### src/design/iqfd_pkg.sv
// Constants, kernel table and coefficient scaling for the I/Q FIR decimator.
package iqfd_pkg;

   localparam int SAMPLE_W   = 8;
   localparam int KERNEL_LEN = 15;
   localparam int E4_SCALE   = 10000;
   localparam int E4_HALF    = 5000;
   localparam int OFFSET     = 128;
   localparam int BYTE_MAX   = 255;

   typedef int kernel_type [KERNEL_LEN];

   // low-pass kernel in units of 1e-4
   localparam kernel_type KERNEL_E4 = '{
      -101, -175, -39, 381, 1042, 1741, 2227, 2393,
      2227, 1741, 1042, 381, -39, -175, -101
   };

   // tap k scaled by 2^frac_bits, nearest with ties away from zero; zero past the kernel
   function automatic longint coef_value(int k, int frac_bits);
      longint mag;
      longint q;
      if (k >= KERNEL_LEN) begin
         return 0;
      end else begin
         mag = (KERNEL_E4[k] < 0) ? longint'(-KERNEL_E4[k]) : longint'(KERNEL_E4[k]);
         q   = ((mag << frac_bits) + longint'(E4_HALF)) / E4_SCALE;
         return (KERNEL_E4[k] < 0) ? -q : q;
      end
   endfunction

endpackage

### src/design/iqfd_if.sv
// Request and response channel interfaces of the I/Q FIR decimator.
interface iqfd_req_if;
   logic                            valid;
   logic                            ready;
   logic [iqfd_pkg::SAMPLE_W-1:0]   i_sample;
   logic [iqfd_pkg::SAMPLE_W-1:0]   q_sample;

   modport source (output valid, i_sample, q_sample, input ready);
   modport sink (input valid, i_sample, q_sample, output ready);
endinterface

interface iqfd_rsp_if;
   logic                            valid;
   logic                            ready;
   logic [iqfd_pkg::SAMPLE_W-1:0]   i_out;
   logic [iqfd_pkg::SAMPLE_W-1:0]   q_out;

   modport source (output valid, i_out, q_out, input ready);
   modport sink (input valid, i_out, q_out, output ready);
endinterface

### src/design/iqfd_tap_cell.sv
// One transposed-form FIR tap for both channels: product plus neighbor's partial sum.
module iqfd_tap_cell #(
   parameter int                           COEF_BITS = 16,
   parameter int                           ACC_W     = 32,
   parameter logic signed [COEF_BITS-1:0]  COEF      = '0
) (
   input  logic                             clock,
   input  logic                             reset,
   input  logic                             shift_en,
   input  logic signed [iqfd_pkg::SAMPLE_W-1:0] x_i,
   input  logic signed [iqfd_pkg::SAMPLE_W-1:0] x_q,
   input  logic signed [ACC_W-1:0]          from_next_i,
   input  logic signed [ACC_W-1:0]          from_next_q,
   output logic signed [ACC_W-1:0]          part_i,
   output logic signed [ACC_W-1:0]          part_q
);

   localparam int PROD_W = COEF_BITS + iqfd_pkg::SAMPLE_W;

   logic signed [PROD_W-1:0] prod_i;
   logic signed [PROD_W-1:0] prod_q;
   logic signed [ACC_W-1:0]  part_i_in;
   logic signed [ACC_W-1:0]  part_q_in;
   logic signed [ACC_W-1:0]  part_i_ff;
   logic signed [ACC_W-1:0]  part_q_ff;

   assign prod_i    = x_i * COEF;
   assign prod_q    = x_q * COEF;
   assign part_i_in = ACC_W'(prod_i) + from_next_i;
   assign part_q_in = ACC_W'(prod_q) + from_next_q;

   always_ff @(posedge clock) begin
      if (reset) begin
         part_i_ff <= '0;
         part_q_ff <= '0;
      end else if (shift_en) begin
         part_i_ff <= part_i_in;
         part_q_ff <= part_q_in;
      end
   end

   assign part_i = part_i_ff;
   assign part_q = part_q_ff;

endmodule

### src/design/iqfd_out_stage.sv
// Head tap, accumulator register, floor/offset/clamp and response register.
module iqfd_out_stage #(
   parameter int                           COEF_BITS = 16,
   parameter int                           ACC_W     = 32,
   parameter logic signed [COEF_BITS-1:0]  COEF      = '0
) (
   input  logic                             clock,
   input  logic                             reset,
   input  logic                             load,
   input  logic signed [iqfd_pkg::SAMPLE_W-1:0] x_i,
   input  logic signed [iqfd_pkg::SAMPLE_W-1:0] x_q,
   input  logic signed [ACC_W-1:0]          part_i,
   input  logic signed [ACC_W-1:0]          part_q,
   output logic                             free,
   iqfd_rsp_if.source                       rsp
);

   localparam int PROD_W    = COEF_BITS + iqfd_pkg::SAMPLE_W;
   localparam int FRAC_BITS = COEF_BITS - 1;

   logic signed [PROD_W-1:0]            prod_i;
   logic signed [PROD_W-1:0]            prod_q;
   logic signed [ACC_W-1:0]             acc_i_in;
   logic signed [ACC_W-1:0]             acc_q_in;
   logic signed [ACC_W-1:0]             acc_i_ff;
   logic signed [ACC_W-1:0]             acc_q_ff;
   logic                                held_in;
   logic                                held_ff;
   logic                                out_valid_in;
   logic                                out_valid_ff;
   logic [iqfd_pkg::SAMPLE_W-1:0]       i_out_ff;
   logic [iqfd_pkg::SAMPLE_W-1:0]       q_out_ff;
   logic                                move;

   function automatic logic [iqfd_pkg::SAMPLE_W-1:0] to_byte(logic signed [ACC_W-1:0] acc);
      logic signed [ACC_W-1:0] v;
      v = (acc >>> FRAC_BITS) + ACC_W'(iqfd_pkg::OFFSET);
      if (v < 0) begin
         return '0;
      end else if (v > ACC_W'(iqfd_pkg::BYTE_MAX)) begin
         return iqfd_pkg::SAMPLE_W'(iqfd_pkg::BYTE_MAX);
      end else begin
         return iqfd_pkg::SAMPLE_W'(v);
      end
   endfunction

   assign prod_i   = x_i * COEF;
   assign prod_q   = x_q * COEF;
   assign acc_i_in = ACC_W'(prod_i) + part_i;
   assign acc_q_in = ACC_W'(prod_q) + part_q;

   assign move         = held_ff && (!out_valid_ff || rsp.ready);
   assign free         = !held_ff || move;
   assign held_in      = load ? 1'b1 : (move ? 1'b0 : held_ff);
   assign out_valid_in = move ? 1'b1 : (rsp.ready ? 1'b0 : out_valid_ff);

   always_ff @(posedge clock) begin
      if (reset) begin
         held_ff      <= 1'b0;
         out_valid_ff <= 1'b0;
      end else begin
         held_ff      <= held_in;
         out_valid_ff <= out_valid_in;
      end
   end

   always_ff @(posedge clock) begin
      if (load) begin
         acc_i_ff <= acc_i_in;
         acc_q_ff <= acc_q_in;
      end
      if (move) begin
         i_out_ff <= to_byte(acc_i_ff);
         q_out_ff <= to_byte(acc_q_ff);
      end
   end

   assign rsp.valid = out_valid_ff;
   assign rsp.i_out = i_out_ff;
   assign rsp.q_out = q_out_ff;

endmodule

### src/design/iq_fir_decimator.sv
// Top level of the I/Q FIR decimator: phase counter and chain of tap cells.
//
//   channel   dir   handshake       payload
//   req_ch    in    valid / ready   i_sample, q_sample (offset-binary bytes)
//   rsp_ch    out   valid / ready   i_out, q_out (offset-binary bytes)
//
// One request per cycle while ready is high; every DECIM-th request yields one response.
// A firing request passes the accumulator register, then clamp and the output register.
// Each tap cell adds its product into the partial sum from its neighbor on every request.
// Synchronous reset clears the partial sums, the phase counter and both valid flags.
// A stalled response holds; requests that yield no response are taken while it waits.
module iq_fir_decimator #(
   parameter int TAPS      = 15,
   parameter int DECIM     = 4,
   parameter int COEF_BITS = 16
) (
   input  logic         clock,
   input  logic         reset,
   iqfd_req_if.sink     req_ch,
   iqfd_rsp_if.source   rsp_ch
);

   localparam int SW        = iqfd_pkg::SAMPLE_W;
   localparam int FRAC_BITS = COEF_BITS - 1;
   localparam int ACC_W     = COEF_BITS + SW + $clog2(TAPS + 1);
   localparam int PH_W      = (DECIM > 1) ? $clog2(DECIM) : 1;

   logic signed [SW-1:0]    x_i;
   logic signed [SW-1:0]    x_q;
   logic                    accept;
   logic                    fire;
   logic                    stage_free;
   logic [PH_W-1:0]         phase_in;
   logic [PH_W-1:0]         phase_ff;
   logic signed [ACC_W-1:0] part_i [1:TAPS];
   logic signed [ACC_W-1:0] part_q [1:TAPS];

   // subtract the offset: flip the top bit
   assign x_i = {~req_ch.i_sample[SW-1], req_ch.i_sample[SW-2:0]};
   assign x_q = {~req_ch.q_sample[SW-1], req_ch.q_sample[SW-2:0]};

   assign fire         = (phase_ff == PH_W'(DECIM - 1));
   assign req_ch.ready = stage_free || !fire;
   assign accept       = req_ch.valid && req_ch.ready;
   assign phase_in     = fire ? '0 : phase_ff + PH_W'(1);

   always_ff @(posedge clock) begin
      if (reset) begin
         phase_ff <= '0;
      end else if (accept) begin
         phase_ff <= phase_in;
      end
   end

   assign part_i[TAPS] = '0;
   assign part_q[TAPS] = '0;

   for (genvar k = 1; k < TAPS; k++) begin : g_tap
      iqfd_tap_cell #(
         .COEF_BITS (COEF_BITS),
         .ACC_W     (ACC_W),
         .COEF      (COEF_BITS'(iqfd_pkg::coef_value(k, FRAC_BITS)))
      ) u_cell (
         .clock       (clock),
         .reset       (reset),
         .shift_en    (accept),
         .x_i         (x_i),
         .x_q         (x_q),
         .from_next_i (part_i[k+1]),
         .from_next_q (part_q[k+1]),
         .part_i      (part_i[k]),
         .part_q      (part_q[k])
      );
   end

   iqfd_out_stage #(
      .COEF_BITS (COEF_BITS),
      .ACC_W     (ACC_W),
      .COEF      (COEF_BITS'(iqfd_pkg::coef_value(0, FRAC_BITS)))
   ) u_out (
      .clock  (clock),
      .reset  (reset),
      .load   (accept && fire),
      .x_i    (x_i),
      .x_q    (x_q),
      .part_i (part_i[1]),
      .part_q (part_q[1]),
      .free   (stage_free),
      .rsp    (rsp_ch)
   );

endmodule

### src/flat_wrapper.sv
// flat-port wrapper written by rule: the top's interface ports become plain ports
module iq_fir_decimator_flat 
#(
   parameter int TAPS      = 15,
   parameter int DECIM     = 4,
   parameter int COEF_BITS = 16
)
  (clock, reset, req_ch_valid, req_ch_i_sample, req_ch_q_sample, req_ch_ready, rsp_ch_valid, rsp_ch_i_out, rsp_ch_q_out, rsp_ch_ready);
  iqfd_req_if req_ch_i ();
  iqfd_rsp_if rsp_ch_i ();
  input  logic clock;
  input  logic reset;
  input wire logic [$bits(req_ch_i.valid)-1:0] req_ch_valid;
  input wire logic [$bits(req_ch_i.i_sample)-1:0] req_ch_i_sample;
  input wire logic [$bits(req_ch_i.q_sample)-1:0] req_ch_q_sample;
  output wire logic [$bits(req_ch_i.ready)-1:0] req_ch_ready;
  output wire logic [$bits(rsp_ch_i.valid)-1:0] rsp_ch_valid;
  output wire logic [$bits(rsp_ch_i.i_out)-1:0] rsp_ch_i_out;
  output wire logic [$bits(rsp_ch_i.q_out)-1:0] rsp_ch_q_out;
  input wire logic [$bits(rsp_ch_i.ready)-1:0] rsp_ch_ready;
  assign req_ch_i.valid = req_ch_valid;
  assign req_ch_i.i_sample = req_ch_i_sample;
  assign req_ch_i.q_sample = req_ch_q_sample;
  assign req_ch_ready = req_ch_i.ready;
  assign rsp_ch_valid = rsp_ch_i.valid;
  assign rsp_ch_i_out = rsp_ch_i.i_out;
  assign rsp_ch_q_out = rsp_ch_i.q_out;
  assign rsp_ch_i.ready = rsp_ch_ready;
  iq_fir_decimator #(.TAPS(TAPS), .DECIM(DECIM), .COEF_BITS(COEF_BITS)) u_core (.clock(clock), .reset(reset), .req_ch(req_ch_i), .rsp_ch(rsp_ch_i));
endmodule
### config.mk
export PLATFORM = sky130hd
export DESIGN_NAME = iq_fir_decimator_flat
export DESIGN_NICKNAME = d
export VERILOG_FILES = /design/src/design/iqfd_pkg.sv /design/src/design/iqfd_if.sv /design/src/design/iqfd_tap_cell.sv /design/src/design/iqfd_out_stage.sv /design/src/design/iq_fir_decimator.sv /design/src/flat_wrapper.sv
export SDC_FILE = /design/constraint.sdc
export NUM_CORES = 2
export LEC_CHECK = 0
export ABC_CLOCK_PERIOD_IN_PS = 12100
export BUFFER_PORTS_ARGS = -buffer_cell sky130_fd_sc_hd__buf_4
export CORE_MARGIN = 3
export CORE_UTILIZATION = 50
export DETAILED_ROUTE_END_ITERATION = 16
export PLACE_DENSITY = 0.65
export REMOVE_ABC_BUFFERS = 1
export SETUP_SLACK_MARGIN = 0.2
export SLEW_MARGIN = 15
export SYNTH_ARGS = -nofsm -noshare
export SYNTH_HDL_FRONTEND = slang
export SYNTH_SLANG_ARGS = --single-unit
### constraint.sdc
create_clock -name clock -period 12.1 [get_ports clock]
set_input_delay 1.21 -clock clock [delete_from_list [all_inputs] [get_ports clock]]
set_output_delay 1.21 -clock clock [all_outputs]
set_load 0.02 [all_outputs]
Word-level counts from Yosys, hierarchy flattened
Cells that the tools add are included.
{ "totals": {"word_cells": 107, "reg_bits": 840, "output_inout_bits": 18, "input_bits": 20} }
{ "op_classes": {"n_reduce_logical": 11, "magnitude_cmp": 4, "n_mux": 7, "eq_ne": 1, "multipliers": 14, "n_addsub": 33, "bitwise_logic": 2} }
{ "op_table": {"columns": ["cell", "count"], "rows": [
  ["adder 22 x 28 -> 28 bit", 10],
  ["multiplier 8 x 14 -> 22 bit, second input constant", 6],
  ["adder 20 x 28 -> 28 bit", 4],
  ["adder 21 x 28 -> 28 bit", 4],
  ["adder 24 x 28 -> 28 bit", 4],
  ["adder 18 x 28 -> 28 bit", 2],
  ["adder 19 x 28 -> 28 bit", 2],
  ["adder 19 x 18 -> 20 bit", 2],
  ["multiplier 8 x 12 -> 20 bit, second input constant", 2],
  ["multiplier 8 x 11 -> 19 bit, second input constant", 2],
  ["multiplier 8 x 10 -> 18 bit, second input constant", 2],
  ["negator 8 -> 17 bit", 2],
  ["multiplier 8 x 7 -> 15 bit, second input constant", 2],
  ["adder 13 x 9 -> 14 bit, second input constant", 2],
  ["> comparator 14 x 9 -> 1 bit, second input constant", 2],
  ["less-than comparator 14 x 1 -> 1 bit, second input constant", 2],
  ["2-to-1 mux 8 bit", 2],
  ["2-to-1 mux 1 bit", 4],
  ["nonzero test 2 bit", 2],
  ["logical AND 1 bit", 3],
  ["logical NOT 1 bit", 3],
  ["logical OR 1 bit", 3],
  ["adder 2 x 1 -> 2 bit, second input constant", 1],
  ["== test 2 bit, second input constant", 1],
  ["other kinds (2)", 3]
]} }

Longest topological paths before layout
{ "depth": {"word_depth": 8, "ltp_mapped": 33, "depth_no_buf": 32} }

By module
Synthesis repeated with hierarchy kept, for this count alone.
{ "unflattened": {"cells_unflattened": 12271, "area_unflattened_um2": 115243.0} }
{ "by_module_without_submodules": {"columns": ["module", "seq_area_each_um2", "area_per_inst_um2", "instances", "cells_per_inst"], "rows": [
  ["iqfd_tap_cell at u_core.g_tap[14].u_cell", 1121.1, 10009.6, 1, 984],
  ["iqfd_tap_cell at u_core.g_tap[13].u_cell", 1121.1, 9914.5, 1, 1006],
  ["iqfd_tap_cell at u_core.g_tap[1].u_cell", 1121.1, 9728.1, 1, 970],
  ["iqfd_out_stage", 1301.2, 8937.3, 1, 768],
  ["iqfd_tap_cell at u_core.g_tap[7].u_cell", 1121.1, 8174.1, 1, 864],
  ["iqfd_tap_cell at u_core.g_tap[5].u_cell", 1121.1, 7995.2, 1, 851],
  ["iqfd_tap_cell at u_core.g_tap[9].u_cell", 1121.1, 7905.1, 1, 844],
  ["iqfd_tap_cell at u_core.g_tap[10].u_cell", 1121.1, 7895.1, 1, 923],
  ["iqfd_tap_cell at u_core.g_tap[4].u_cell", 1121.1, 7693.6, 1, 883],
  ["iqfd_tap_cell at u_core.g_tap[8].u_cell", 1121.1, 7684.9, 1, 807],
  ["iqfd_tap_cell at u_core.g_tap[6].u_cell", 1121.1, 7637.3, 1, 801],
  ["iqfd_tap_cell at u_core.g_tap[11].u_cell", 1121.1, 6381.1, 1, 744],
  ["iqfd_tap_cell at u_core.g_tap[3].u_cell", 1121.1, 6154.7, 1, 719],
  ["iqfd_tap_cell at u_core.g_tap[2].u_cell", 1121.1, 4544.4, 1, 550],
  ["+2 rows", null, null, null, null]
]} }

Worst setup path before layout
No wires, ideal clock.
{ "synth_timing": {"kind": "input port to flip-flop", "startpoint": "input port req_ch_i_sample[7]", "endpoint": "register u_core.g_tap[10].u_cell.part_i_ff[26]", "n_path_buf": 1, "required_time_ns": 12.030, "t_arrival_ns": 8.777, "path_stages": 28, "setup_slack_ns": 3.253, "setup_time_ns": 0.070, "cell_sequence": "buf_1 -> clkinv_1 -> ha_1 -> inv_1 -> fa_1 -> inv_1 -> fa_1 -> inv_1 -> fa_1 -> inv_1 -> ha_1 -> and2_1 -> a22oi_1 -> o211ai_1 -> a21oi_1 -> o21ai_1 -> a211oi_1 -> ha_1 -> a21o_1 -> a21o_1 -> a21o_1 -> a21o_1 -> a221o_1 -> a31o_1 -> a21oi_1 -> xnor2_1 -> nand2_1 -> a21oi_1"} }
{ "synth_between": {"elab_chain_cells": 3} }
{ "synth_rtl": {"columns": ["item", "line_no", "source"], "rows": [
  ["from (decl)", "flat_wrapper.sv:14", "input wire logic [$bits(req_ch_i.i_sample)-1:0] req_ch_i_sample;"],
  ["NOT 1 bit", "iq_fir_decimator.sv:39", "assign x_i = {~req_ch.i_sample[SW-1], req_ch.i_sample[SW-2:0]};"],
  ["multiplier 8 x 12 -> 20 bit", "iqfd_tap_cell.sv:27", "assign prod_i = x_i * COEF;"],
  ["adder 21 x 28 -> 28 bit", "iqfd_tap_cell.sv:29", "assign part_i_in = ACC_W'(prod_i) + from_next_i;"],
  ["to (signal assigned)", "iqfd_tap_cell.sv:37", "part_i_ff <= part_i_in;"],
  ["to (decl)", "iqfd_tap_cell.sv:24", "logic signed [ACC_W-1:0] part_i_ff;"]
]} }
No other way between the ends.
A chain may end at the register's enable or synchronous reset.

Final worst setup path
{ "layout_timing": {"startpoint": "input port req_ch_q_sample[7]", "endpoint": "register u_core.g_tap[6].u_cell.part_q_ff[25]"} }
{ "layout_between": {"elab_chain_cells": 3} }
{ "layout_rtl": {"columns": ["item", "line_no", "source"], "rows": [
  ["from (decl)", "flat_wrapper.sv:15", "input wire logic [$bits(req_ch_i.q_sample)-1:0] req_ch_q_sample;"],
  ["NOT 1 bit", "iq_fir_decimator.sv:40", "assign x_q = {~req_ch.q_sample[SW-1], req_ch.q_sample[SW-2:0]};"],
  ["multiplier 8 x 14 -> 22 bit", "iqfd_tap_cell.sv:28", "assign prod_q = x_q * COEF;"],
  ["adder 22 x 28 -> 28 bit", "iqfd_tap_cell.sv:30", "assign part_q_in = ACC_W'(prod_q) + from_next_q;"],
  ["to (signal assigned)", "iqfd_tap_cell.sv:38", "part_q_ff <= part_q_in;"],
  ["to (decl)", "iqfd_tap_cell.sv:25", "logic signed [ACC_W-1:0] part_q_ff;"]
]} }
No other way between the ends.

==> out/metrics.csv <==
metric,value,unit
status,"finished, final reports clean",
leakage,38.6,nW
cts_hold_buffers,0,
drive_gt1_share,3.44,%
cts_tree,done,
synth_ff_type,dfxtp_1,
drcViolationCount,0,
period_share,68.9,%
power_frac_seq,15.8,%
p_comb_share,72.2,%
synthCells,9130,
switching_power,12.3,mW
synth_seq_cells,794,
fin_nets,10637,
grt_start_max_net_pins,172,
die_h,394,um
worstRegToRegCells,18,
cts_buffers,100,
antenna_found_initial,0,
p_int,12.9,mW
diodes,0,
dp_hpwl,170000,um
portBuffers,37,
crit_path_end_kind,register,
layout_commonest_cell,nand2_1,
ir_worst_vdd,181,uV
fin_crit,8.34,ns
ioPinCount,38,
hp-class,register to register,
post_drt_wl_per_cell,19.6,um
synth-edff-count,42,
synth_area_per_cell,8.24,sq um
syn_to_final_growth,7.36,%
finalWirelength,219000,um
die-area,155000,sq um
design.core.area,149000,sq um
tns,0,ns
place.gp.congestion,0.950,
cts-root-buf,clkbuf_16,
crit_fanout,22,
path_class,primary input to register,
postCtsSetupBuffers,0,
drtPass1Iterations,6,
n_fill_cell,14106,
floorplan.initialDensity,50.6,%
grt_use_total,27.6,%
clockBufferDepth,3,
rsz0062_at_grt,no,
synth_cell_types,104,
p_per_area,312,nW/um^2
via_count,63674,
cap_violations,0,
clock_latency,0.73,ns
holdPathStages,2,
worst-slew-pin-transition,1.10,ns
ant_nets,0,
path_clk_slew,0.06,ns
synthArstFlopShare,0,%
cp.required,12.67,ns
htreeDepth,3,
grt_overflow,0,
layout_common_cells,"nand2_1, ha_1, a21oi_1",
swShare,48.7,%
first_iter_violations,3575,
relSlewSlack,26.6,%
cts_sinks,794,
pwr-share-clk,12.0,%
syn-cell-area,75200,sq um
seq_area_frac_synth,21.7,%
final_area,80700,sq um
routed_via_density,5.71,
rows,141,
ys_warn_count,0,
die_w,394,um
grt_pass1_wl,346000,um
clock.fmax,120,MHz
fin_skew,0.0271,ns
slew_viol_final,0,
worstPathArrival,8.90,ns
post_dp_cell_area,77500,sq um
finalHoldViolCount,0,
cp-start-kind,primary input,
grt_pass1_vias,63290,
finalSetupViolCount,0,
cts_resized,0,
-- cells in the mapped netlist (19+ instances only) --
cell | n | area share (%)
a211o_1 | 25 | 0.29
a211oi_1 | 113 | 1.1
a21o_1 | 307 | 3.1
a21oi_1 | 1064 | 7.1
a31oi_1 | 76 | 0.63
and2_1 | 36 | 0.30
and3_1 | 53 | 0.44
clkbuf_1 | 242 | 1.2
dfxtp_1 | 752 | 20
edfxtp_1 | 42 | 1.7
fa_1 | 326 | 8.7
ha_1 | 1230 | 20
inv_1 | 778 | 3.9
nand2_1 | 1255 | 6.3
nand2b_1 | 82 | 0.68
nand3_1 | 127 | 0.85
nand4_1 | 53 | 0.44
nor2_1 | 488 | 2.4
nor2b_1 | 82 | 0.68
nor3_1 | 145 | 0.97
o211ai_1 | 33 | 0.33
o21a_1 | 115 | 1.1
o21ai_0 | 326 | 2.2
o21ai_1 | 108 | 0.72
o21bai_1 | 117 | 1.2
o31a_1 | 19 | 0.22
o31ai_1 | 22 | 0.22
or3_1 | 67 | 0.56
xnor2_1 | 480 | 5.6
xor2_1 | 214 | 2.5
-- registers in the layout, summed over array words and instances, names as in the netlist --
register and count:
u_core.g_tap.u_cell.part_i 374, u_core.g_tap.u_cell.part_q 374, u_core.phase_ff 2, u_core.u_out.acc_i_ff 13, u_core.u_out.acc_q_ff 13, u_core.u_out.held_ff 1
u_core.u_out.rsp.i_out 8, u_core.u_out.rsp.q_out 8, u_core.u_out.rsp.valid 1
-- critical path: stages --
cell and delay [ns]:
buf_4 0.35, clkinv_1 0.60, buf_4 0.45, ha_1 0.35, inv_1 0.18, fa_1 0.58, inv_1 0.07, fa_1 0.52
inv_1 0.07, fa_1 0.48, ha_1 0.35, nor2b_1 0.15, o21a_1 0.18, o31a_1 0.25, or4_1 0.44, a31o_1 0.22
a21oi_1 0.16, xnor2_1 0.24, inv_1 0.32, ha_1 0.43, and2_1 0.18, a22oi_1 0.15, o21ai_1 0.14, o31ai_2 0.30
nand2b_1 0.10, a21oi_1 0.18, xor2_1 0.17, o21ai_1 0.07
-- path summary, 6_finish.rpt --
check,startpoint,end,slack [ns]
hold / removal,u_core.g_tap[8].u_cell.part_i[26],u_core.g_tap[8].u_cell.part_i[26],0.45
setup / recovery,req_ch_q_sample[7],u_core.g_tap[6].u_cell.part_q[25],3.76
hold reg to reg,u_core.g_tap[8].u_cell.part_i[26],u_core.g_tap[8].u_cell.part_i[26],0.45
setup reg to reg,u_core.g_tap[8].u_cell.part_i[12],u_core.g_tap[7].u_cell.part_i[24],6.61
-- through the flow --
stage / hold slack [ns] / power [mW] / utilization, % / worst slack [ns] / instances
2_1_floorplan: 0.426 / 17.8 / - / -13.79 / 8869
5_1_grt: 0.467 / 27.5 / 54.4 / 3.27 / 11143
6_report: 0.450 / 25.2 / 54.4 / 3.76 / 11143
4_1_cts: 0.450 / 25.2 / 54.4 / 3.87 / 11143
3_3_place_gp: 0.436 / 21.7 / 52.2 / 3.17 / 10961
3_5_place_dp: 0.443 / 22.0 / 52.2 / 3.13 / 10961
-- layout make-up --
class                   count  area [sq um]  area share, %
clock buffers             147          2890           3.58
clock inverters            35           352          0.435
inverters                 780          2930           3.63
multi-input cells        7295         55000           68.1
flip-flops and latches    794         16300           20.2
well taps                2002          2500           3.10
repair buffers             90           733          0.908
-- cell families (layout without fill, tap and decap cells) --
logic type / count (synthesis) / count (layout) / share of synthesized area [%]
compound gates: 2550 / 2550 / 21.1
xor+xnor: 696 / 696 / 8.15
fa+ha+maj: 1556 / 1556 / 29.1
buf+inv: 1041 / 1052 / 5.20
flops: 794 / 794 / 21.7
mux: 9 / 9 / 0.120
simple gates: 2484 / 2484 / 14.6
-- power groups by stage --
stage / clock network (mW) / logic, mW / registers [mW]
6_report: 3.02 / 18.2 / 3.99
5_1_grt: 3.19 / 20.3 / 4.05
4_1_cts: 3.09 / 18.1 / 3.99
3_5_place_dp: 0 / 17.9 / 4.04
3_3_place_gp: 0 / 17.7 / 4.04
2_1_floorplan: 0 / 14.0 / 3.81
-- per-layer routing --
metal	share of wire [%]	wire length (um)	vias to the layer above	GRT usage (%)
li1	-	-	31682	-
met1	42	92700	30435	32.8
met2	49	108000	1147	50.0
met3	3.0	6620	410	2.80
met4	5.1	11200	0	12.6
met5	0	0	-	0
Note: power is estimated with default switching activity, not from simulation.
